## config.mk

```make
export PLATFORM = sky130hd
export DESIGN_NAME = csv_field_splitter_unit
export DESIGN_NICKNAME = d
export VERILOG_FILES = /design/src/csfs_pkg.sv /design/src/csfs_csr.sv /design/src/csfs_parse.sv /design/src/csv_field_splitter_unit.sv
export VERILOG_INCLUDE_DIRS = /design/src /design/src/src
export SDC_FILE = /design/constraint.sdc
export NUM_CORES = 1
export LEC_CHECK = 0
export BUFFER_PORTS_ARGS = -buffer_cell sky130_fd_sc_hd__buf_2
export CORE_ASPECT_RATIO = 0.75
export CORE_MARGIN = 2
export CORE_UTILIZATION = 45
export CTS_CLUSTER_SIZE = 25
export DETAILED_ROUTE_END_ITERATION = 10
export PLACE_DENSITY = 0.73
export SLEW_MARGIN = 10
export SYNTH_ARGS = -nofsm -noshare
export SYNTH_HDL_FRONTEND = slang
export SYNTH_SLANG_ARGS = --single-unit
export TNS_END_PERCENT = 50
```

## constraint.sdc

```tcl
create_clock -name clock -period 2.18 [get_ports clock]
set_input_delay 0.436 -clock clock [delete_from_list [all_inputs] [get_ports clock]]
set_output_delay 0.436 -clock clock [all_outputs]
set_load 0.005 [all_outputs]
```

## src/assert_macros.svh

```systemverilog
// Assertion macros shared by the field splitter RTL.
// Depends on nothing; included by files that carry concurrent checks.
`ifndef ASSERT_MACROS_SVH
`define ASSERT_MACROS_SVH

// Check that a property holds at every rising clock edge outside reset.
`define ASSERT_ALWAYS(label, clk, rst, prop, msg) \
   label: assert property (@(posedge clk) disable iff (rst) (prop)) else $error(msg);

// Check that an antecedent is followed by a consequent in the same cycle.
`define ASSERT_IMPLIES(label, clk, rst, ante, cons, msg) \
   label: assert property (@(posedge clk) disable iff (rst) (ante) |-> (cons)) \
      else $error(msg);

`endif

```

## src/csfs_pkg.sv

```systemverilog
// Shared types and constants for the CSV field splitter.
// Depends on nothing; used by all modules of the block.
package csfs_pkg;

   // Field limits
   localparam int MAX_FIELDS = 32;
   localparam int CNT_W      = 6;
   localparam int IDX_W      = 5;
   localparam int SEP_NUM    = 4;

   localparam logic [7:0] QUOTE_BYTE = 8'h22;
   localparam logic [7:0] SEP_RESET  = 8'd44;
   localparam logic [2:0] COUNT_RESET = 3'd1;

   // Register indexes on the CSR port
   localparam logic [2:0] REG_SEP0  = 3'd0;
   localparam logic [2:0] REG_SEP1  = 3'd1;
   localparam logic [2:0] REG_SEP2  = 3'd2;
   localparam logic [2:0] REG_SEP3  = 3'd3;
   localparam logic [2:0] REG_COUNT = 3'd4;

   typedef enum logic [2:0] {
      MODE_START,
      MODE_PLAIN,
      MODE_QUOTED,
      MODE_QUOTE_SEEN,
      MODE_TAIL
   } mode_type;

   typedef struct packed {
      logic [SEP_NUM-1:0][7:0] sep_char;
      logic [2:0]              sep_count;
   } cfg_type;

   typedef struct packed {
      logic             has_result;
      logic [7:0]       data_byte;
      logic             data_valid;
      logic             field_end;
      logic             line_end;
      logic [IDX_W-1:0] field_index;
      logic             field_overflow;
   } result_type;

endpackage

```

## src/csfs_csr.sv

```systemverilog
// Configuration registers of the CSV field splitter (separator set, count).
// Depends on csfs_pkg.
module csfs_csr (
   input  logic              clock,
   input  logic              reset,
   input  logic              csr_psel,
   input  logic              csr_penable,
   input  logic              csr_pwrite,
   input  logic [4:0]        csr_paddr,
   input  logic [31:0]       csr_pwdata,
   output logic [31:0]       csr_prdata,
   output logic              csr_pready,
   output csfs_pkg::cfg_type cfg
);

   logic [csfs_pkg::SEP_NUM-1:0][7:0] sep_ff;
   logic [2:0]                        count_ff;
   logic [2:0]                        reg_idx;
   logic                              wr_en;

   assign csr_pready = 1'b1;
   assign reg_idx    = csr_paddr[4:2];
   assign wr_en      = csr_psel & csr_penable & csr_pwrite;

   // Write registers on the access phase
   always_ff @(posedge clock) begin
      if (reset) begin
         sep_ff   <= {csfs_pkg::SEP_NUM{csfs_pkg::SEP_RESET}};
         count_ff <= csfs_pkg::COUNT_RESET;
      end else if (wr_en) begin
         case (reg_idx)
            csfs_pkg::REG_SEP0:  sep_ff[0] <= csr_pwdata[7:0];
            csfs_pkg::REG_SEP1:  sep_ff[1] <= csr_pwdata[7:0];
            csfs_pkg::REG_SEP2:  sep_ff[2] <= csr_pwdata[7:0];
            csfs_pkg::REG_SEP3:  sep_ff[3] <= csr_pwdata[7:0];
            csfs_pkg::REG_COUNT: count_ff  <= csr_pwdata[2:0];
            default: ;
         endcase
      end
   end

   // Read back
   always_comb begin
      case (reg_idx)
         csfs_pkg::REG_SEP0:  csr_prdata = {24'd0, sep_ff[0]};
         csfs_pkg::REG_SEP1:  csr_prdata = {24'd0, sep_ff[1]};
         csfs_pkg::REG_SEP2:  csr_prdata = {24'd0, sep_ff[2]};
         csfs_pkg::REG_SEP3:  csr_prdata = {24'd0, sep_ff[3]};
         csfs_pkg::REG_COUNT: csr_prdata = {29'd0, count_ff};
         default:             csr_prdata = 32'd0;
      endcase
   end

   assign cfg.sep_char  = sep_ff;
   assign cfg.sep_count = count_ff;

endmodule

```

## src/csfs_parse.sv

```systemverilog
// Parse state machine: classifies one byte and keeps mode, field count and
// overflow across the line. Depends on csfs_pkg.
module csfs_parse (
   input  logic                 clock,
   input  logic                 reset,
   input  csfs_pkg::cfg_type    cfg,
   input  logic                 item_valid,
   input  logic                 advance,
   input  logic [7:0]           char_byte,
   input  logic                 end_of_line,
   output csfs_pkg::result_type result
);

   csfs_pkg::mode_type          mode_ff, mode_in;
   logic [csfs_pkg::CNT_W-1:0]  count_ff, count_in;
   logic                        over_ff, over_in;

   logic [2:0]                  eff_count;
   logic [csfs_pkg::SEP_NUM-1:0] sep_hit;
   logic                        is_sep;
   logic                        is_quote;
   logic                        data_valid;
   logic                        fend;
   logic                        step;
   logic                        at_limit;

   // Clamp the active separator count to one..four
   always_comb begin
      if (cfg.sep_count == 3'd0) begin
         eff_count = 3'd1;
      end else if (cfg.sep_count > 3'd4) begin
         eff_count = 3'd4;
      end else begin
         eff_count = cfg.sep_count;
      end
   end

   // Match against each active separator
   always_comb begin
      for (int i = 0; i < csfs_pkg::SEP_NUM; i++) begin
         sep_hit[i] = (cfg.sep_char[i] == char_byte) && (3'(i) < eff_count);
      end
   end

   assign is_sep   = |sep_hit;
   assign is_quote = (char_byte == csfs_pkg::QUOTE_BYTE);
   assign step     = item_valid & advance;
   assign at_limit = (count_ff == csfs_pkg::CNT_W'(csfs_pkg::MAX_FIELDS - 1));

   // Output decode: data or field end for this byte
   always_comb begin
      data_valid = 1'b0;
      fend       = 1'b0;
      case (mode_ff)
         csfs_pkg::MODE_PLAIN, csfs_pkg::MODE_TAIL: begin
            if (is_sep) fend = 1'b1;
            else        data_valid = 1'b1;
         end
         csfs_pkg::MODE_QUOTED: begin
            if (!is_quote) data_valid = 1'b1;
         end
         csfs_pkg::MODE_QUOTE_SEEN: begin
            if (is_quote)    data_valid = 1'b1;
            else if (is_sep) fend = 1'b1;
            else             data_valid = 1'b1;
         end
         default: begin
            if (is_quote)    data_valid = 1'b0;
            else if (is_sep) fend = 1'b1;
            else             data_valid = 1'b1;
         end
      endcase
      if (end_of_line) fend = 1'b1;
   end

   // Next state: mode, field counter, overflow
   always_comb begin
      mode_in  = mode_ff;
      count_in = count_ff;
      over_in  = over_ff;
      case (mode_ff)
         csfs_pkg::MODE_PLAIN, csfs_pkg::MODE_TAIL: ;
         csfs_pkg::MODE_QUOTED: begin
            if (is_quote) mode_in = csfs_pkg::MODE_QUOTE_SEEN;
         end
         csfs_pkg::MODE_QUOTE_SEEN: begin
            if (is_quote)     mode_in = csfs_pkg::MODE_QUOTED;
            else if (!is_sep) mode_in = csfs_pkg::MODE_TAIL;
         end
         default: begin
            if (is_quote)     mode_in = csfs_pkg::MODE_QUOTED;
            else if (!is_sep) mode_in = csfs_pkg::MODE_PLAIN;
         end
      endcase
      if (fend) begin
         mode_in = csfs_pkg::MODE_START;
         if (at_limit) over_in  = 1'b1;
         else          count_in = count_ff + 1'b1;
      end
      if (end_of_line) begin
         mode_in  = csfs_pkg::MODE_START;
         count_in = '0;
         over_in  = 1'b0;
      end
   end

   // Advance state when the item leaves the input stage
   always_ff @(posedge clock) begin
      if (reset) begin
         mode_ff  <= csfs_pkg::MODE_START;
         count_ff <= '0;
         over_ff  <= 1'b0;
      end else if (step) begin
         mode_ff  <= mode_in;
         count_ff <= count_in;
         over_ff  <= over_in;
      end
   end

   assign result.has_result     = data_valid | fend;
   assign result.data_byte      = data_valid ? char_byte : 8'd0;
   assign result.data_valid     = data_valid;
   assign result.field_end      = fend;
   assign result.line_end       = end_of_line;
   assign result.field_index    = count_ff[csfs_pkg::IDX_W-1:0];
   assign result.field_overflow = over_ff;

endmodule

```

## src/csv_field_splitter_unit.sv

```systemverilog
// CSV field splitter top level: input stage, parser and result register.
// Depends on csfs_pkg, csfs_csr, csfs_parse and assert_macros.svh.

// Splits a line, one byte per item with its last byte flagged, into fields
// at any of up to four separator bytes, honoring double-quoted fields. The
// block takes one byte every cycle unless the result channel stalls. A byte
// is held in the input register, classified by the combinational parse step
// and its result is held in the result register. Bytes that yield nothing
// (opening quotes, closing quotes not at line end) produce no result item.
// Separator registers must be written only while no line is in flight.
`include "assert_macros.svh"

module csv_field_splitter_unit (
   input  logic        clock,
   input  logic        reset,
   // Input channel
   input  logic        req_valid,
   output logic        req_stall,
   input  logic [7:0]  req_char_byte,
   input  logic        req_end_of_line,
   // Result channel
   output logic        rsp_valid,
   input  logic        rsp_stall,
   output logic [7:0]  rsp_data_byte,
   output logic        rsp_data_valid,
   output logic        rsp_field_end,
   output logic        rsp_line_end,
   output logic [4:0]  rsp_field_index,
   output logic        rsp_field_overflow,
   // Configuration port
   input  logic        csr_psel,
   input  logic        csr_penable,
   input  logic        csr_pwrite,
   input  logic [4:0]  csr_paddr,
   input  logic [31:0] csr_pwdata,
   output logic [31:0] csr_prdata,
   output logic        csr_pready
);

   csfs_pkg::cfg_type    cfg;
   csfs_pkg::result_type result;

   logic       in_valid_ff;
   logic [7:0] in_byte_ff;
   logic       in_eol_ff;
   logic       advance;

   logic                 out_valid_ff, out_valid_in;
   csfs_pkg::result_type out_ff;

   csfs_csr u_csr (
      .clock       (clock),
      .reset       (reset),
      .csr_psel    (csr_psel),
      .csr_penable (csr_penable),
      .csr_pwrite  (csr_pwrite),
      .csr_paddr   (csr_paddr),
      .csr_pwdata  (csr_pwdata),
      .csr_prdata  (csr_prdata),
      .csr_pready  (csr_pready),
      .cfg         (cfg)
   );

   // Input stage moves on when the result register is free or draining
   assign advance   = !out_valid_ff || !rsp_stall;
   assign req_stall = in_valid_ff && !advance;

   // Input register
   always_ff @(posedge clock) begin
      if (reset) begin
         in_valid_ff <= 1'b0;
      end else if (!req_stall) begin
         in_valid_ff <= req_valid;
      end
   end

   always_ff @(posedge clock) begin
      if (req_valid && !req_stall) begin
         in_byte_ff <= req_char_byte;
         in_eol_ff  <= req_end_of_line;
      end
   end

   csfs_parse u_parse (
      .clock       (clock),
      .reset       (reset),
      .cfg         (cfg),
      .item_valid  (in_valid_ff),
      .advance     (advance),
      .char_byte   (in_byte_ff),
      .end_of_line (in_eol_ff),
      .result      (result)
   );

   // Result register: drop bytes that yield no item
   assign out_valid_in = in_valid_ff && result.has_result;

   always_ff @(posedge clock) begin
      if (reset) begin
         out_valid_ff <= 1'b0;
      end else if (advance) begin
         out_valid_ff <= out_valid_in;
      end
   end

   always_ff @(posedge clock) begin
      if (advance && out_valid_in) begin
         out_ff <= result;
      end
   end

   assign rsp_valid          = out_valid_ff;
   assign rsp_data_byte      = out_ff.data_byte;
   assign rsp_data_valid     = out_ff.data_valid;
   assign rsp_field_end      = out_ff.field_end;
   assign rsp_line_end       = out_ff.line_end;
   assign rsp_field_index    = out_ff.field_index;
   assign rsp_field_overflow = out_ff.field_overflow;

   // Checks
   `ASSERT_IMPLIES(a_line_end_ends_field, clock, reset, rsp_valid && rsp_line_end,
      rsp_field_end, "line end without field end")
   `ASSERT_IMPLIES(a_empty_byte_zero, clock, reset, rsp_valid && !rsp_data_valid,
      rsp_data_byte == 8'd0, "data byte set without data")
   `ASSERT_IMPLIES(a_overflow_saturated, clock, reset, rsp_valid && rsp_field_overflow,
      rsp_field_index == 5'(csfs_pkg::MAX_FIELDS - 1), "overflow below last index")
   `ASSERT_ALWAYS(a_result_has_content, clock, reset,
      !rsp_valid || rsp_data_valid || rsp_field_end, "result item carries nothing")

endmodule

```

==> metrics.txt <==
status complete, but fails checks; violated checks negative setup slack; worst r2r src in_byte_ff[4]; critical path endpoint category register; critical path class register to register; DRT antenna net count 0; CTS clk-pin slew, worst paths 0.08 ns; total CTS buffers 9; most frequent cells after synthesis 47 x dfxtp_1, 37 x nand2_1, 30 x mux2i_1, 29 x xnor2_1, 26 x edfxtp_1; slowest cell on the critical path or4_4; DP Wirelength 6.70 mm; fin util 0.586; CTS root buffer clkbuf_8; first-pass GRT wire length 14.5 mm; CP required 2.39 ns; Synth area leaders dfxtp_1 25%, edfxtp_1 21%, mux2i_1 7.9%, xnor2_1 6.7%, buf_4 4.9%; Peak Freq 438 MHz; synthesized flop and latch total 73; Slew @ Worst Pin 0.539 ns; DRT iter0 DRCs 270; chip width 110 um; Setup crit start in_byte_ff[4]; most common cell in the netlist dfxtp_1; VDD IR max 0.479 mV; Die H 83.5 um; Power Dens Cells 625 nW/um^2; relative slew slack 0.640; Ant. Diodes 0; Max Cap Violations 0; Post-synth EDFFs 26; antenna violations before repair 0; CTS tree done; FP Rows 28; Final Net Count 517; Setup Skew 0.0138 ns; Initial Util 0.473; Final Power 2.94 mW; Mapped Cells 378; DRT Pass-1 Iters 5; Netlist cell types 51; total clock sinks 73; Fin. Hold Viols 0; Total Wirelength 9.43 mm; Synth area leader dfxtp_1; IO Port Bufs 53; total grt overflow 0; share of layout cells above drive strength 1 0.288; CP peak stage delay 0.57 ns; async set or reset register ratio after synthesis 0; synthesized cell area 3800 um^2; critical path cell sequence xnor2_1 > nand3_1 > nor3_2 > or4_4 > a311o_2 > a21boi_2; max-slew violations 0; fin crit share 1.05; via/cell ratio 5.45; die area 9190 um^2; Avg Synthesized Cell Area 10.0 um^2; R2R depth 6; Hold WC Path Type input pin to register; Final GP Congestion 0.890; Syn. warnings 0; wire length per cell 16.5 um; CP Launch Type register; Yosys top cell area share 0.248; # IOs 105; clock tree buffer depth 2; Residual DRC 0; RSZ-0062 raised after global routing true; Clk Latency, worst-skew pair 0.36 ns; H-tree depth 3; reg-to-reg setup timing slack -0.10 ns; minimum clock period 2.28 ns; Crit Reg-Reg Endpoint rsp_data_byte[4]; sequential share of the synthesized area 0.454; crit-path max FO 6; Worst Slack Setup Final -0.103 ns; vias in the first global route 2808; core footprint 8020 um^2; Worst Setup EP rsp_data_byte[4]; Via Count 3120; Worst EP arrival 2.49 ns; Pleak 1.87 nW; largest net degree at the start of global routing 18; ys flop type dfxtp_1; # setup viols final 9; GRT Overall Usage 0.207; Area growth syn-to-layout 23.9%
[worst max-delay path: cells and delay by family (launching register included)]
kind | cells | cell delay [ns]
XOR/XNOR | 1 | 0.20
AND/OR/NAND/NOR | 3 | 0.77
AO/OA/AOI/OAI | 2 | 0.63
flip-flops | 1 | 0.55
[through the flow]
| step | hold WS, ns | instance area [um^2] | setup slack, ns | setup TNS [ns] | instances |
|---|---|---|---|---|---|
| floorplan | 0.409 | 3880 | 0.00359 | 0 | 401 |
| global placement | 0.422 | 4270 | -0.114 | -2.52 | 546 |
| detailed placement | 0.428 | 4270 | -0.153 | -4.06 | 546 |
| CTS | 0.248 | 4540 | -0.0664 | -0.356 | 567 |
| global route | 0.244 | 4700 | -0.159 | -1.35 | 573 |
| finish | 0.259 | 4700 | -0.103 | -0.621 | 573 |
[area by class of cell]
class | instances | area [um^2]
timing repair buffer | 99 | 662
tap | 105 | 131
inverter | 4 | 15.0
clock buffer | 11 | 131
clock inverter | 5 | 80.1
fill | 669 | 3320
multi-input combinational | 276 | 1960
sequential | 73 | 1720
[layer usage]
| layer | up-vias | wire [um] | track usage |
|---|---|---|---|
| met2 | 168 | 3910 | 0.284 |
| met3 | 13 | 966 | 0.0546 |
| met5 | - | 0 | 0 |
| li1 | 1478 | - | - |
| met1 | 1461 | 4440 | 0.312 |
| met4 | 0 | 121 | 0.0656 |
[worst min path at each step]
stage                                start                  to  slack (ns)  cells past startpoint
after floorplan            u_parse.over_ff  rsp_field_overflow        0.41                      0
after global routing      req_char_byte[5]       in_byte_ff[5]        0.24                      1
after CTS                 req_char_byte[1]       in_byte_ff[1]        0.25                      1
final                     req_char_byte[1]       in_byte_ff[1]        0.26                      1
after detailed placement   u_parse.over_ff  rsp_field_overflow        0.43                      0
after global placement     u_parse.over_ff  rsp_field_overflow        0.42                      0
[state kept, by name (all words and copies together), names as in the netlist]
register            flops
u_csr.cfg              32
in_byte_ff              8
rsp_data_byte           8
u_parse.count_ff        6
rsp_field_index         5
u_csr.count_ff          3
u_parse.mode_ff         3
in_eol_ff               1
in_valid_ff             1
rsp_data_valid          1
rsp_field_end           1
rsp_field_overflow      1
rsp_line_end            1
rsp_valid               1
u_parse.over_ff         1
[kinds of logic after synthesis]
kind of cell / Yosys count / synth area share
other cells: 2 / 0.00198
buf+inv: 53 / 0.0817
fa+ha+maj: 1 / 0.00330
xor+xnor: 33 / 0.0761
flops: 73 / 0.454
mux: 38 / 0.118
compound gates: 52 / 0.0953
simple gates: 126 / 0.170
[report_power, final]
| group | switching, mW | internal, mW |
|---|---|---|
| Clock | 0.508 | 0.644 |
| Combinational | 0.162 | 0.141 |
| Sequential | 0.0377 | 1.44 |
[placed cells by master (no fill, tap or decap), drive strengths merged, types with 4 or more instances in the layout]
| master | synthesis | routed |
|---|---|---|
| buf | 35 | 97 |
| dfxtp | 47 | 47 |
| nand2 | 37 | 37 |
| mux2i | 30 | 30 |
| xnor2 | 29 | 29 |
| edfxtp | 26 | 26 |
| conb | 2 | 25 |
| nor2 | 23 | 23 |
| nand3 | 18 | 18 |
| a21oi | 14 | 14 |
| clkbuf | 14 | 13 |
| nor2b | 10 | 10 |
| a21boi | 8 | 8 |
| nand4 | 7 | 7 |
| a22oi | 7 | 7 |
| nor3 | 6 | 6 |
| nor4 | 6 | 6 |
| mux4 | 5 | 5 |
| and3 | 4 | 4 |
| inv | 4 | 4 |
| xor2 | 4 | 4 |
| a31o | 4 | 4 |
| o21ai | 4 | 4 |
[repair_timing]
action,CTS,global route
endpoints found under the setup margin,32,34
setup buffers,4,5
gates resized for setup,7,15
pin swaps,4,11
hold buffers,0,0
cloned,1,2
(Power assumes the default switching activity.)
